`src/hw/rtl/lfsc_pkg.sv`:
```
// Shared types and constants for the line follower sensor controller.
`timescale 1ns / 1ps
`default_nettype none
package lfsc_pkg;

  localparam int unsigned NumSensors = 6;

  typedef enum logic [1:0] {
    REG_SENSOR_SETTLE = 2'd0,
    REG_CLASS_SETTLE  = 2'd1,
    REG_STOP_SETTLE   = 2'd2,
    REG_BLINK_PERIOD  = 2'd3
  } reg_idx_e;

  typedef enum logic [1:0] {
    CLASS_NONE    = 2'd0,
    CLASS_FORWARD = 2'd1,
    CLASS_LEFT    = 2'd2,
    CLASS_RIGHT   = 2'd3
  } class_e;

  typedef enum logic [1:0] {
    DRIVE_STOP        = 2'd0,
    DRIVE_FORWARD     = 2'd1,
    DRIVE_PIVOT_LEFT  = 2'd2,
    DRIVE_PIVOT_RIGHT = 2'd3
  } drive_e;

  typedef enum logic [2:0] {
    DISP_FORWARD     = 3'd0,
    DISP_PIVOT_LEFT  = 3'd1,
    DISP_PIVOT_RIGHT = 3'd2,
    DISP_STOPPED     = 3'd3,
    DISP_SEARCHING   = 3'd4
  } disp_e;

  typedef struct packed {
    logic [7:0]  sensor_settle;
    logic [7:0]  class_settle;
    logic [9:0]  stop_settle;
    logic [15:0] blink_period;
  } cfg_t;

  typedef struct packed {
    drive_e drive;
    logic   boost;
    logic   led;
    disp_e  disp;
  } res_t;

  localparam logic [7:0]  SensorSettleRst = 8'd5;
  localparam logic [7:0]  ClassSettleRst  = 8'd10;
  localparam logic [9:0]  StopSettleRst   = 10'd100;
  localparam logic [15:0] BlinkPeriodRst  = 16'd25000;
  localparam logic [1:0]  BoostLast       = 2'd2;

  function automatic disp_e class_to_disp(class_e c);
    disp_e d;
    case (c)
      CLASS_FORWARD: d = DISP_FORWARD;
      CLASS_LEFT:    d = DISP_PIVOT_LEFT;
      CLASS_RIGHT:   d = DISP_PIVOT_RIGHT;
      default:       d = DISP_SEARCHING;
    endcase
    return d;
  endfunction

endpackage
`default_nettype wire

```
`src/hw/rtl/lfsc_sensor_filter.sv`:
```
// Per-sensor debounce lanes holding the committed sensor levels.
`timescale 1ns / 1ps
`default_nettype none
module lfsc_sensor_filter (
  input  wire logic                           clk_i,
  input  wire logic                           rst_ni,
  input  wire logic                           en_i,
  input  wire logic [lfsc_pkg::NumSensors-1:0] raw_i,
  input  wire logic [7:0]                     settle_i,
  output logic [lfsc_pkg::NumSensors-1:0]     sens_o
);

  logic [lfsc_pkg::NumSensors-1:0] sens_q, sens_d;
  logic [7:0] cnt_q [lfsc_pkg::NumSensors];
  logic [7:0] cnt_d [lfsc_pkg::NumSensors];

  always_comb begin
    for (int i = 0; i < lfsc_pkg::NumSensors; i++) begin
      sens_d[i] = sens_q[i];
      cnt_d[i]  = 8'd0;
      if (raw_i[i] != sens_q[i]) begin
        if (cnt_q[i] >= settle_i) begin
          sens_d[i] = raw_i[i];
        end else if (cnt_q[i] != 8'hFF) begin
          cnt_d[i] = cnt_q[i] + 8'd1;
        end else begin
          cnt_d[i] = cnt_q[i];
        end
      end
    end
  end

  always_ff @(posedge clk_i or negedge rst_ni) begin
    if (!rst_ni) begin
      sens_q <= '0;
      for (int i = 0; i < lfsc_pkg::NumSensors; i++) cnt_q[i] <= 8'd0;
    end else if (en_i) begin
      sens_q <= sens_d;
      for (int i = 0; i < lfsc_pkg::NumSensors; i++) cnt_q[i] <= cnt_d[i];
    end
  end

  assign sens_o = sens_d;

endmodule
`default_nettype wire

```
`src/hw/rtl/lfsc_motion_ctrl.sv`:
```
// Motion class debounce, stop detection, LED blink and boost phase.
`timescale 1ns / 1ps
`default_nettype none
module lfsc_motion_ctrl (
  input  wire logic                           clk_i,
  input  wire logic                           rst_ni,
  input  wire logic                           en_i,
  input  wire logic [lfsc_pkg::NumSensors-1:0] sens_i,
  input  wire lfsc_pkg::cfg_t                 cfg_i,
  output lfsc_pkg::res_t                      res_o
);

  lfsc_pkg::class_e committed_q, committed_d, last_q, last_d, active_q, active_d, cand;
  logic [7:0]  cls_cnt_q, cls_cnt_d;
  logic [9:0]  low_cnt_q, low_cnt_d;
  logic [15:0] blink_cnt_q, blink_cnt_d, blink_inc;
  logic        phase_q, phase_d, led_q, led_d;
  logic [1:0]  boost_q, boost_d;
  logic        left, mid, right, all_hi, all_lo, normal, stop;

  always_comb begin
    left   = |sens_i[1:0];
    mid    = |sens_i[3:2];
    right  = |sens_i[5:4];
    all_hi = left & mid & right;
    all_lo = ~(left | mid | right);
    normal = ~all_hi & ~all_lo;

    committed_d = committed_q;
    last_d      = last_q;
    active_d    = active_q;
    cls_cnt_d   = cls_cnt_q;
    low_cnt_d   = low_cnt_q;
    stop        = 1'b0;
    cand        = lfsc_pkg::CLASS_FORWARD;

    if (all_hi) begin
      low_cnt_d = 10'd0;
      active_d  = lfsc_pkg::CLASS_FORWARD;
    end else if (all_lo) begin
      stop = (low_cnt_q >= cfg_i.stop_settle);
      if (low_cnt_q != 10'h3FF) low_cnt_d = low_cnt_q + 10'd1;
    end else begin
      low_cnt_d = 10'd0;
      if (mid) cand = lfsc_pkg::CLASS_FORWARD;
      else if (left && !right) cand = lfsc_pkg::CLASS_LEFT;
      else if (right && !left) cand = lfsc_pkg::CLASS_RIGHT;
      else cand = lfsc_pkg::CLASS_FORWARD;
      if (cand != committed_q) begin
        if (cls_cnt_q >= cfg_i.class_settle) begin
          committed_d = cand;
          cls_cnt_d   = 8'd0;
        end else if (cls_cnt_q != 8'hFF) begin
          cls_cnt_d = cls_cnt_q + 8'd1;
        end
      end else begin
        cls_cnt_d = 8'd0;
      end
      active_d = committed_d;
      if (committed_d != lfsc_pkg::CLASS_NONE) last_d = committed_d;
    end
  end

  always_comb begin
    blink_inc   = (blink_cnt_q == 16'hFFFF) ? blink_cnt_q : blink_cnt_q + 16'd1;
    blink_cnt_d = blink_inc;
    phase_d     = phase_q;
    led_d       = led_q;
    if (normal) begin
      if (blink_inc >= cfg_i.blink_period) begin
        blink_cnt_d = 16'd0;
        phase_d     = ~phase_q;
        led_d       = ~phase_q;
      end
    end else begin
      blink_cnt_d = 16'd0;
      phase_d     = 1'b0;
      led_d       = 1'b1;
    end
    boost_d = (boost_q >= lfsc_pkg::BoostLast) ? 2'd0 : boost_q + 2'd1;
  end

  always_comb begin
    if (stop) begin
      res_o.drive = lfsc_pkg::DRIVE_STOP;
      res_o.disp  = lfsc_pkg::DISP_STOPPED;
    end else if (all_hi) begin
      res_o.drive = lfsc_pkg::DRIVE_FORWARD;
      res_o.disp  = lfsc_pkg::DISP_FORWARD;
    end else if (active_d != lfsc_pkg::CLASS_NONE) begin
      res_o.drive = lfsc_pkg::drive_e'(active_d);
      res_o.disp  = lfsc_pkg::class_to_disp(active_d);
    end else begin
      res_o.drive = lfsc_pkg::drive_e'(last_d);
      res_o.disp  = lfsc_pkg::DISP_SEARCHING;
    end
    res_o.boost = (res_o.drive == lfsc_pkg::DRIVE_FORWARD) && (boost_d == 2'd1);
    res_o.led   = led_d;
  end

  always_ff @(posedge clk_i or negedge rst_ni) begin
    if (!rst_ni) begin
      committed_q <= lfsc_pkg::CLASS_NONE;
      last_q      <= lfsc_pkg::CLASS_FORWARD;
      active_q    <= lfsc_pkg::CLASS_NONE;
      cls_cnt_q   <= 8'd0;
      low_cnt_q   <= 10'd0;
      blink_cnt_q <= 16'd0;
      phase_q     <= 1'b0;
      led_q       <= 1'b1;
      boost_q     <= 2'd0;
    end else if (en_i) begin
      committed_q <= committed_d;
      last_q      <= last_d;
      active_q    <= active_d;
      cls_cnt_q   <= cls_cnt_d;
      low_cnt_q   <= low_cnt_d;
      blink_cnt_q <= blink_cnt_d;
      phase_q     <= phase_d;
      led_q       <= led_d;
      boost_q     <= boost_d;
    end
  end

endmodule
`default_nettype wire

```
`src/hw/rtl/line_follower_sensor_controller_unit.sv`:
```
// Top level of the line follower sensor controller.
// One transfer on the input channel is one tick: six raw line sensors.
// Each tick yields exactly one result transfer: drive mode, forward boost,
// LED level and display code, in tick order.
// The input channel is registered; the tick is then evaluated in one pass of
// combinational logic into the result register, from which the result is
// offered on the output channel.
// Throughput is one tick per cycle while the receiver does not stall, set by
// the state update of the debounce and class logic.
// When the receiver stalls, the result register holds and the input register
// still takes one more tick; further input is stalled until the result moves.
// The config channel writes one of four threshold registers; it is always
// ready and must only be written while no tick is in flight.
// Reset (async, active low) restores the thresholds to 5, 10, 100 and 25000,
// clears all debounce state, lights the LED and empties both registers.
`timescale 1ns / 1ps
`default_nettype none
module line_follower_sensor_controller_unit (
  input  wire logic       clk_i,
  input  wire logic       rst_ni,
  input  wire logic       cfg_valid_i,
  output logic            cfg_ready_o,
  input  wire logic [1:0]  cfg_index_i,
  input  wire logic [15:0] cfg_data_i,
  input  wire logic       in_valid_i,
  output logic            in_stall_o,
  input  wire logic [5:0] raw_sensors_i,
  output logic            out_valid_o,
  input  wire logic       out_stall_i,
  output logic [1:0]      drive_mode_o,
  output logic            forward_boost_o,
  output logic            led_lit_o,
  output logic [2:0]      display_code_o
);

  lfsc_pkg::cfg_t cfg_q;
  lfsc_pkg::res_t res_d, res_q;
  logic [5:0] raw_q;
  logic       s1_vld_q, out_vld_q, s2_ready, fire2, in_fire;
  logic [lfsc_pkg::NumSensors-1:0] sens;

  assign cfg_ready_o = 1'b1;

  always_ff @(posedge clk_i or negedge rst_ni) begin
    if (!rst_ni) begin
      cfg_q.sensor_settle <= lfsc_pkg::SensorSettleRst;
      cfg_q.class_settle  <= lfsc_pkg::ClassSettleRst;
      cfg_q.stop_settle   <= lfsc_pkg::StopSettleRst;
      cfg_q.blink_period  <= lfsc_pkg::BlinkPeriodRst;
    end else if (cfg_valid_i && cfg_ready_o) begin
      unique case (lfsc_pkg::reg_idx_e'(cfg_index_i))
        lfsc_pkg::REG_SENSOR_SETTLE: cfg_q.sensor_settle <= cfg_data_i[7:0];
        lfsc_pkg::REG_CLASS_SETTLE:  cfg_q.class_settle  <= cfg_data_i[7:0];
        lfsc_pkg::REG_STOP_SETTLE:   cfg_q.stop_settle   <= cfg_data_i[9:0];
        lfsc_pkg::REG_BLINK_PERIOD:  cfg_q.blink_period  <= cfg_data_i;
        default: ;
      endcase
    end
  end

  assign s2_ready   = ~out_vld_q | ~out_stall_i;
  assign fire2      = s1_vld_q & s2_ready;
  assign in_stall_o = s1_vld_q & ~s2_ready;
  assign in_fire    = in_valid_i & ~in_stall_o;

  always_ff @(posedge clk_i or negedge rst_ni) begin
    if (!rst_ni) begin
      s1_vld_q  <= 1'b0;
      out_vld_q <= 1'b0;
    end else begin
      if (in_fire) s1_vld_q <= 1'b1;
      else if (fire2) s1_vld_q <= 1'b0;
      if (fire2) out_vld_q <= 1'b1;
      else if (!out_stall_i) out_vld_q <= 1'b0;
    end
  end

  always_ff @(posedge clk_i) begin
    if (in_fire) raw_q <= raw_sensors_i;
    if (fire2) res_q <= res_d;
  end

  lfsc_sensor_filter u_sensor_filter (
    .clk_i    (clk_i),
    .rst_ni   (rst_ni),
    .en_i     (fire2),
    .raw_i    (raw_q),
    .settle_i (cfg_q.sensor_settle),
    .sens_o   (sens)
  );

  lfsc_motion_ctrl u_motion_ctrl (
    .clk_i  (clk_i),
    .rst_ni (rst_ni),
    .en_i   (fire2),
    .sens_i (sens),
    .cfg_i  (cfg_q),
    .res_o  (res_d)
  );

  assign out_valid_o     = out_vld_q;
  assign drive_mode_o    = res_q.drive;
  assign forward_boost_o = res_q.boost;
  assign led_lit_o       = res_q.led;
  assign display_code_o  = res_q.disp;

  a_stop_disp: assert property (@(posedge clk_i) disable iff (!rst_ni)
    out_vld_q |-> ((res_q.drive == lfsc_pkg::DRIVE_STOP) ==
                   (res_q.disp == lfsc_pkg::DISP_STOPPED)))
    else $error("stop drive and stopped display disagree");

  a_boost_fwd: assert property (@(posedge clk_i) disable iff (!rst_ni)
    (out_vld_q && res_q.boost) |-> (res_q.drive == lfsc_pkg::DRIVE_FORWARD))
    else $error("boost outside forward drive");

  a_boost_spacing: assert property (@(posedge clk_i) disable iff (!rst_ni)
    fire2 && res_d.boost |=> !(fire2 && res_d.boost))
    else $error("boost on consecutive ticks");

  a_hold_s1: assert property (@(posedge clk_i) disable iff (!rst_ni)
    (s1_vld_q && !s2_ready) |=> s1_vld_q)
    else $error("stalled tick dropped from input register");

  a_disp_pivot: assert property (@(posedge clk_i) disable iff (!rst_ni)
    (out_vld_q && res_q.disp == lfsc_pkg::DISP_PIVOT_LEFT) |->
      (res_q.drive == lfsc_pkg::DRIVE_PIVOT_LEFT))
    else $error("pivot left display without pivot left drive");

endmodule
`default_nettype wire
```
`config.mk`:
```
export PLATFORM = sky130hd
export DESIGN_NAME = line_follower_sensor_controller_unit
export DESIGN_NICKNAME = d
export VERILOG_FILES = /design/src/hw/rtl/lfsc_pkg.sv /design/src/hw/rtl/lfsc_sensor_filter.sv /design/src/hw/rtl/lfsc_motion_ctrl.sv /design/src/hw/rtl/line_follower_sensor_controller_unit.sv
export SDC_FILE = /design/constraint.sdc
export NUM_CORES = 1
export LEC_CHECK = 0
export BUFFER_PORTS_ARGS = -buffer_cell sky130_fd_sc_hd__buf_2
export CORE_MARGIN = 1.5
export CORE_UTILIZATION = 30
export DETAILED_ROUTE_END_ITERATION = 12
export MAX_ROUTING_LAYER = met4
export REMOVE_ABC_BUFFERS = 1
export SLEW_MARGIN = 15
export SYNTH_ARGS = -nofsm -noshare
export SYNTH_HDL_FRONTEND = slang
export SYNTH_HIERARCHICAL = 1
export SYNTH_SLANG_ARGS = --single-unit
```
`constraint.sdc`:
```
create_clock -name clk_i -period 8.4 [get_ports clk_i]
set_clock_uncertainty 0.1 [all_clocks]
set_input_delay 1.26 -clock clk_i [delete_from_list [all_inputs] [get_ports clk_i]]
set_output_delay 1.26 -clock clk_i [all_outputs]
set_load 0.02 [all_outputs]
```
==> results of run 1 <==
## sequential cells by signal, summed over array words and instances (netlist names)
signal                     cells
u_sensor_filter/cnt_q         48
cfg_q                         42
u_motion_ctrl/blink_cnt_q     16
u_motion_ctrl/low_cnt_q       10
u_motion_ctrl/cls_cnt_q        8
raw_q                          6
u_sensor_filter/sens_q         6
display_code_o                 3
drive_mode_o                   2
u_motion_ctrl/active_q         2
u_motion_ctrl/boost_q          2
u_motion_ctrl/committed_q      2
u_motion_ctrl/last_q           2
forward_boost_o                1
led_lit_o                      1
out_valid_o                    1
s1_vld_q                       1
u_motion_ctrl/led_q            1
u_motion_ctrl/phase_q          1
## logic make-up after synthesis
| family | synth area share (%) |
|---|---|
| adders and majority gates | 11.83 |
| AOI/OAI and AO/OA | 19.18 |
| other | 0.03855 |
| and+or+nand+nor | 14.81 |
| DFF | 40.74 |
| xor gates and xnor gates | 1.441 |
| muxes | 7.126 |
| buffers and inverters | 4.837 |
## cell type report
class | count | area (um2)
clock buffers | 20 | 467.9
flip-flops and latches | 155 | 3963
repair buffers | 41 | 221.5
inverters | 86 | 322.8
well taps | 402 | 503.0
clock inverters | 12 | 185.2
multi-input cells | 724 | 5310
fillers | 3231 | 20740
## path summary, 6_finish.rpt
| kind | end | slack (ns) | depth (start not counted) |
|---|---|---|---|
| worst max register to register | u_motion_ctrl/cls_cnt_q[7] | 3.99 | 16 |
| worst min-delay path | u_motion_ctrl/led_q | 0.36 | 1 |
| worst min register to register | u_motion_ctrl/led_q | 0.36 | 1 |
| worst max-delay path | u_motion_ctrl/cls_cnt_q[7] | 3.99 | 16 |
| min in group asynchronous | u_sensor_filter/cnt_q[15] | 0.71 | 1 |
| max in group asynchronous | u_sensor_filter/cnt_q[28] | 6.02 | 2 |
## cells in the final DEF, fill, tap and decap left out, types with 5 or more instances in the layout
cell,Yosys,routed
edfxtp_1,13,13
nor2_1,49,49
a21o_1,9,9
a21boi_0,6,5
and4_1,5,5
nor2b_1,10,10
o21ai_1,5,5
xnor2_1,6,6
dfrtp_1,127,127
dfstp_2,15,15
a22o_1,11,11
nand3_1,39,39
mux2_2,58,58
buf_2,4,36
o31ai_1,16,15
ha_1,92,92
nand2_1,67,67
o22ai_1,5,5
xor2_1,10,10
or3_1,5,5
and3_1,17,17
clkbuf_16,0,18
nor3_1,11,11
o21ai_0,62,62
a211oi_1,13,13
a21oi_1,65,65
a41oi_1,10,10
nor4_1,8,8
inv_1,86,86
and2_1,6,6
nand4_1,25,25
a21oi_2,7,7
o21a_1,8,8
o211ai_1,6,6
a31oi_1,21,21
nand2b_1,9,9
## per-stage QoR
stage               setup TNS [ns]  utilization, %  cell area [um2]  hold slack, ns
finish                           0           34.60            10970          0.3595
global route                     0           34.60            10970          0.3681
CTS                              0           34.58            10970          0.3610
detailed placement               0           32.52            10310          0.3506
global placement                 0           32.52            10310          0.3395
floorplan                  -126.48               -             9579          0.3314
## per-layer routing
metal | routed length (um) | vias up | GRT usage, % | part of all wire (%)
li1 | - | 3749 | - | -
met1 | 10600 | 3702 | 18.78 | 48
met2 | 10160 | 163 | 21.92 | 46
met3 | 799 | 42 | 2.760 | 3.6
met4 | 580 | 0 | 6.131 | 2.6
met5 | 0 | - | - | 0
## power groups by stage
stage	combinational, W	sequential (W)	clock [W]
after global placement	0.000875	0.00108	0
after global routing	0.00103	0.00109	0.000909
after floorplan	0.000676	0.00105	0
final	0.000902	0.00107	0.000857
after CTS	0.000904	0.00107	0.000879
after detailed placement	0.000897	0.00108	0
## worst register-to-register path, cell delays in order (launching register included)
cell and delay [ns]:
dfstp_2 0.53, inv_1 0.15, ha_1 0.33, or3_1 0.36
a21oi_2 0.15, a211oi_2 0.10, nor2_1 0.14, mux2_2 0.33
nor2_1 0.22, inv_1 0.07, ha_1 0.35, nor4bb_1 0.30
a31oi_1 0.07, o32ai_1 0.21, o31ai_2 0.23, or4_1 0.53
a21oi_1 0.17
==> results.sh, run 1 <==
export IMPL_die_area_mm2=0.03351
export IMPL_avgSynthCellArea_um2=9.795
export IMPL_cts_max_level=4
export IMPL_gr_total_overflow=0
export IMPL_maxSlewHeadroom_pct=34.53
export IMPL_cp_required_ns=8.66
export IMPL_maxCapViolCount=0
export IMPL_cts_max_path_buffers=2
export IMPL_synth_edf_count=13
export IMPL_ys_flop_type="dfrtp_1"
export IMPL_root_buffer="clkbuf_16"
export IMPL_hold_viol=0
export IMPL_slowest_delay_ns=0.53
export IMPL_core_area_mm2=0.03172
export IMPL_synth_top_area_share_pct=32.67
export IMPL_drt_pass1_iter_count=5
export IMPL_port_buffers=37
export IMPL_min_from="u_motion_ctrl/phase_q"
export IMPL_clk_latency_ns=0.44
export IMPL_tightest_slew_ns=0.9821
export IMPL_dpl_worst_slack_ns=3.763
export IMPL_dp_cells=1408
export IMPL_ys_warn_count=6
export IMPL_synth_seq_cells=155
export IMPL_post_route_drc_count=0
export IMPL_seqPwrFrac_pct=37.8
export IMPL_min_period_ns=4.409
export IMPL_finalWirelength_um=22150
export IMPL_critPathKind="register to register"
export IMPL_syn_inst=993
export IMPL_synth_area_top_cells="dfrtp_1 33%, ha_1 12%, mux2_2 6.7%"
export IMPL_post_cts_buffers=0
export IMPL_cp_top_family="simple AND/OR/NAND/NOR gates"
export IMPL_final_antenna_net_count=0
export IMPL_netlist_area_mm2=0.009727
export IMPL_grt_max_degree=90
export IMPL_synth_distinct_cells=80
export IMPL_cts_resized_gates=0
export IMPL_clk_pin_slew_ns=0.06
export IMPL_p_total_w=0.002827
export IMPL_grt_first_pass_wirelength_um=37450
export IMPL_vias=7656
export IMPL_hpwl_um=15380
export IMPL_crit_start="cfg_q[36]"
export IMPL_p_comb_share_pct=31.9
export IMPL_worstPathCellList="inv_1 -> ha_1 -> or3_1 -> a21oi_2 -> a211oi_2 -> nor2_1 -> mux2_2 -> nor2_1 -> inv_1 -> ha_1 -> nor4bb_1 -> a31oi_1 -> o32ai_1 -> o31ai_2 -> or4_1 -> a21oi_1"
export IMPL_drv_slew=0
export IMPL_yosysSeqAreaShare_pct=40.74
export IMPL_rsz0062_at_grt="false"
export IMPL_worst_setup_path_start_kind="register"
export IMPL_final_cells=1440
export IMPL_synth_most_common_cell="dfrtp_1"
export IMPL_switchingPower_w=0.001016
export IMPL_wl_per_cell_um=15.38
export IMPL_ys_top_cells_by_count="127 x dfrtp_1, 92 x ha_1, 86 x inv_1, 67 x nand2_1, 65 x a21oi_1"
export IMPL_n_antenna_cell=0
export IMPL_die_w_um=183.1
export IMPL_async_reset_ff_share_pct=91.61
export IMPL_finalCritPeriodShare_pct=52.48
export IMPL_power_density_mw_per_mm2=257.7
export IMPL_boundaryPins=39
export IMPL_cts_sinks=155
export IMPL_crit_slowest_cell="dfstp_2"
export IMPL_post_synth_top_area_cell="dfrtp_1"
export IMPL_start_util_pct=30.67
export IMPL_setup_viol=0
export IMPL_grt_pass1_vias=7373
export IMPL_arrival_ns=4.67
export IMPL_viasPerCell=5.317
export IMPL_path_buf_inv=2
export IMPL_rows=65
export IMPL_status="finished clean"
export IMPL_vdd_drop_max_mv=0.1371
export IMPL_switching_share_pct=35.93
export IMPL_area_delta_synth_final_pct=12.81
export IMPL_hold_path_class="register to register"
export IMPL_final_nets=1146
export IMPL_p_int_w=0.001812
export IMPL_layout_drive_gt1_share_pct=17.05
export IMPL_cp_end_kind="register"
export IMPL_holdBufCountCts=0
export IMPL_layout_setup_ws_ns=3.991
export IMPL_clock_fmax_mhz=226.8
export IMPL_fp_dieH_um=183.1
export IMPL_gp_congestion=0.8168
export IMPL_drtIter0Drc=552
export IMPL_cts_tree="yes"
export IMPL_leakagePower_nw=4.863
export IMPL_crit_fanout=12
export IMPL_cts_buffers=17
export IMPL_clockPowerShare_pct=30.3
export IMPL_rr_startpoint="cfg_q[36]"
export IMPL_track_usage_pct=14.43
export IMPL_antenna_found_initial=0
(Power assumes the default switching activity.)
==> run 2: changes to the inputs <==
- ABC_AREA: default -> 1
- clock period: 8.4 -> 4.2 ns (I/O delays scaled with it)
==> results.sh, run 2 <==
export IMPL_n_antenna_cell=0
export IMPL_final_cell_area_mm2=0.01144
export IMPL_die_w_um=188.1
export IMPL_post_cts_buffers=0
export IMPL_drv_slew=0
export IMPL_place_area_mm2=0.01088
export IMPL_post_synth_top_area_cell="dfrtp_1"
export IMPL_post_route_drc_count=0
export IMPL_synth_distinct_cells=48
export IMPL_cts_tree="yes"
export IMPL_clk_pin_slew_ns=0.07
export IMPL_rows=67
export IMPL_fp_dieH_um=188.1
export IMPL_setup_tns_final_ns=0
export IMPL_maxSlewHeadroom_pct=35.22
export IMPL_synth_area_top_cells="dfrtp_1 31%, nand2_1 15%, ha_1 11%"
export IMPL_yosysSeqAreaShare_pct=38.57
export IMPL_grt_max_degree=100
export IMPL_cts_buffers=17
export IMPL_boundaryPins=39
export IMPL_syn_inst=1324
export IMPL_holdBufCountCts=0
export IMPL_cp_end_kind="register"
export IMPL_layout_setup_ws_ns=0.4531
export IMPL_largest_register_ffs=48
export IMPL_die_area_mm2=0.03536
export IMPL_vias=8581
export IMPL_synth_edf_count=13
export IMPL_worst_setup_path_start_kind="register"
export IMPL_final_nets=1477
export IMPL_final_antenna_net_count=0
export IMPL_reg_top3="u_sensor_filter/cnt_q: 48 flops, cfg_q: 42 flops, u_motion_ctrl/blink_cnt_q: 16 flops"
export IMPL_wl_per_cell_um=12.96
export IMPL_layout_drive_gt1_share_pct=9.131
export IMPL_finalWirelength_um=23550
export IMPL_setup_viol=0
export IMPL_viasPerCell=4.723
export IMPL_antenna_found_initial=0
export IMPL_dpl_worst_slack_ns=0.4879
export IMPL_critPathKind="register to register"
export IMPL_top_register="u_sensor_filter/cnt_q"
export IMPL_ys_top_cells_by_count="408 x nand2_1, 167 x inv_1, 127 x dfrtp_1, 92 x ha_1, 81 x nand4_1"
export IMPL_gr_total_overflow=0
export IMPL_ys_warn_count=6
export IMPL_tightest_slew_ns=0.9717
export IMPL_hpwl_um=17100
export IMPL_hold_viol=0
export IMPL_finalCritPeriodShare_pct=89.21
export IMPL_core_area_mm2=0.03362
export IMPL_synth_seq_cells=155
export IMPL_maxCapViolCount=0
export IMPL_arrival_ns=4.00
export IMPL_grt_first_pass_wirelength_um=39940
export IMPL_cp_required_ns=4.45
export IMPL_power_density_mw_per_mm2=504.2
export IMPL_layout_commonest_cell="nand2_1"
export IMPL_drtIter0Drc=528
export IMPL_hold_path_class="input port to asynchronous set/reset pin"
export IMPL_status="finished clean"
export IMPL_ys_flop_type="dfrtp_1"
export IMPL_rsz0062_at_grt="false"
export IMPL_drt_pass1_iter_count=5
export IMPL_min_period_ns=3.747
export IMPL_start_util_pct=30.56
export IMPL_port_buffers=37
export IMPL_area_delta_synth_final_pct=11.37
export IMPL_utilization_pct=34.04
export IMPL_track_usage_pct=14.29
export IMPL_netlist_area_mm2=0.01027
export IMPL_grt_pass1_vias=8274
export IMPL_final_cell_mix="408 x nand2_1, 167 x inv_1, 127 x dfrtp_1"
export IMPL_clock_fmax_mhz=266.9
export IMPL_leakagePower_nw=5.907
export IMPL_async_reset_ff_share_pct=91.61
export IMPL_cts_max_level=4
export IMPL_synth_top_area_share_pct=30.93
export IMPL_synth_most_common_cell="nand2_1"
export IMPL_gp_congestion=0.8520
export IMPL_vdd_drop_max_mv=0.3095
export IMPL_cts_sinks=155
export IMPL_clk_latency_ns=0.44
export IMPL_cts_max_path_buffers=2
export IMPL_avgSynthCellArea_um2=7.760
export IMPL_cts_resized_gates=0
export IMPL_crit_fanout=16
export IMPL_root_buffer="clkbuf_16"
[run 2: critical path: stages (launching register included)]
cell	delay, ns
dfrtp_1	0.38
inv_1	0.25
ha_1	0.30
nand2_1	0.07
inv_1	0.03
nor2_1	0.08
o21a_1	0.35
nand2_1	0.13
nand2_1	0.07
nand2_1	0.09
nor2_1	0.28
inv_1	0.09
ha_1	0.30
inv_1	0.05
nand2_1	0.09
xor2_1	0.18
nor2_4	0.22
nor2_4	0.07
a21oi_4	0.33
nand2_1	0.12
o21ai_0	0.09
[run 2: cells by family after synthesis]
| kind of cell | count (synthesis) | synth area share [%] |
|---|---|---|
| and+or+nand+nor | 706 | 31.17 |
| DFF | 155 | 38.57 |
| other | 1 | 0.03650 |
| buffers and inverters | 199 | 8.038 |
| adders and majority gates | 92 | 11.20 |
| AOI/OAI and AO/OA | 117 | 6.382 |
| xor gates and xnor gates | 54 | 4.604 |
[run 2: per-layer routing]
metal | wire length (um) | global-route usage [%] | vias to the layer above
met5 | 0 | - | -
met4 | 306 | 3.754 | 0
met3 | 735 | 2.489 | 18
met2 | 11230 | 23.36 | 149
met1 | 11270 | 18.19 | 4002
li1 | - | - | 4412
[run 2: final cells by class]
type / count / area (um2)
inverters: 170 / 639.4
repair buffers: 42 / 229.0
multi-input cells: 970 / 5493
fillers: 3501 / 22170
clock buffers: 17 / 425.4
flip-flops and latches: 155 / 3963
well taps: 448 / 560.5
clock inverters: 15 / 132.6
[run 2: report_power, final]
group	switching, W	internal (W)	total, W
sequential	0.000244	0.00185	0.00209
combinational	0.00148	0.000712	0.00219
clock	0.000712	0.000779	0.00149
[run 2: through the flow]
stage / hold WS (ns) / cells / power [W]
floorplan: 0.2344 / 1295 / 0.003676
global placement: 0.3537 / 1785 / 0.004233
detailed placement: 0.3572 / 1785 / 0.004292
CTS: 0.2464 / 1817 / 0.005818
global route: 0.2515 / 1817 / 0.006258
finish: 0.2113 / 1817 / 0.005769
[run 2: path summary, 6_finish.rpt]
kind | startpoint | endpoint | slack (ns) | cells past startpoint
max | cfg_q[41] | u_motion_ctrl/cls_cnt_q[3] | 0.45 | 20
min | rst_ni | u_sensor_filter/cnt_q[31] | 0.21 | 1
max reg2reg | cfg_q[41] | u_motion_ctrl/cls_cnt_q[3] | 0.45 | 20
min reg2reg | cfg_q[18] | cfg_q[18] | 0.36 | 2
max in group asynchronous | rst_ni | cfg_q[34] | 2.91 | 2
min in group clk_i | raw_sensors_i[4] | raw_q[4] | 0.27 | 1
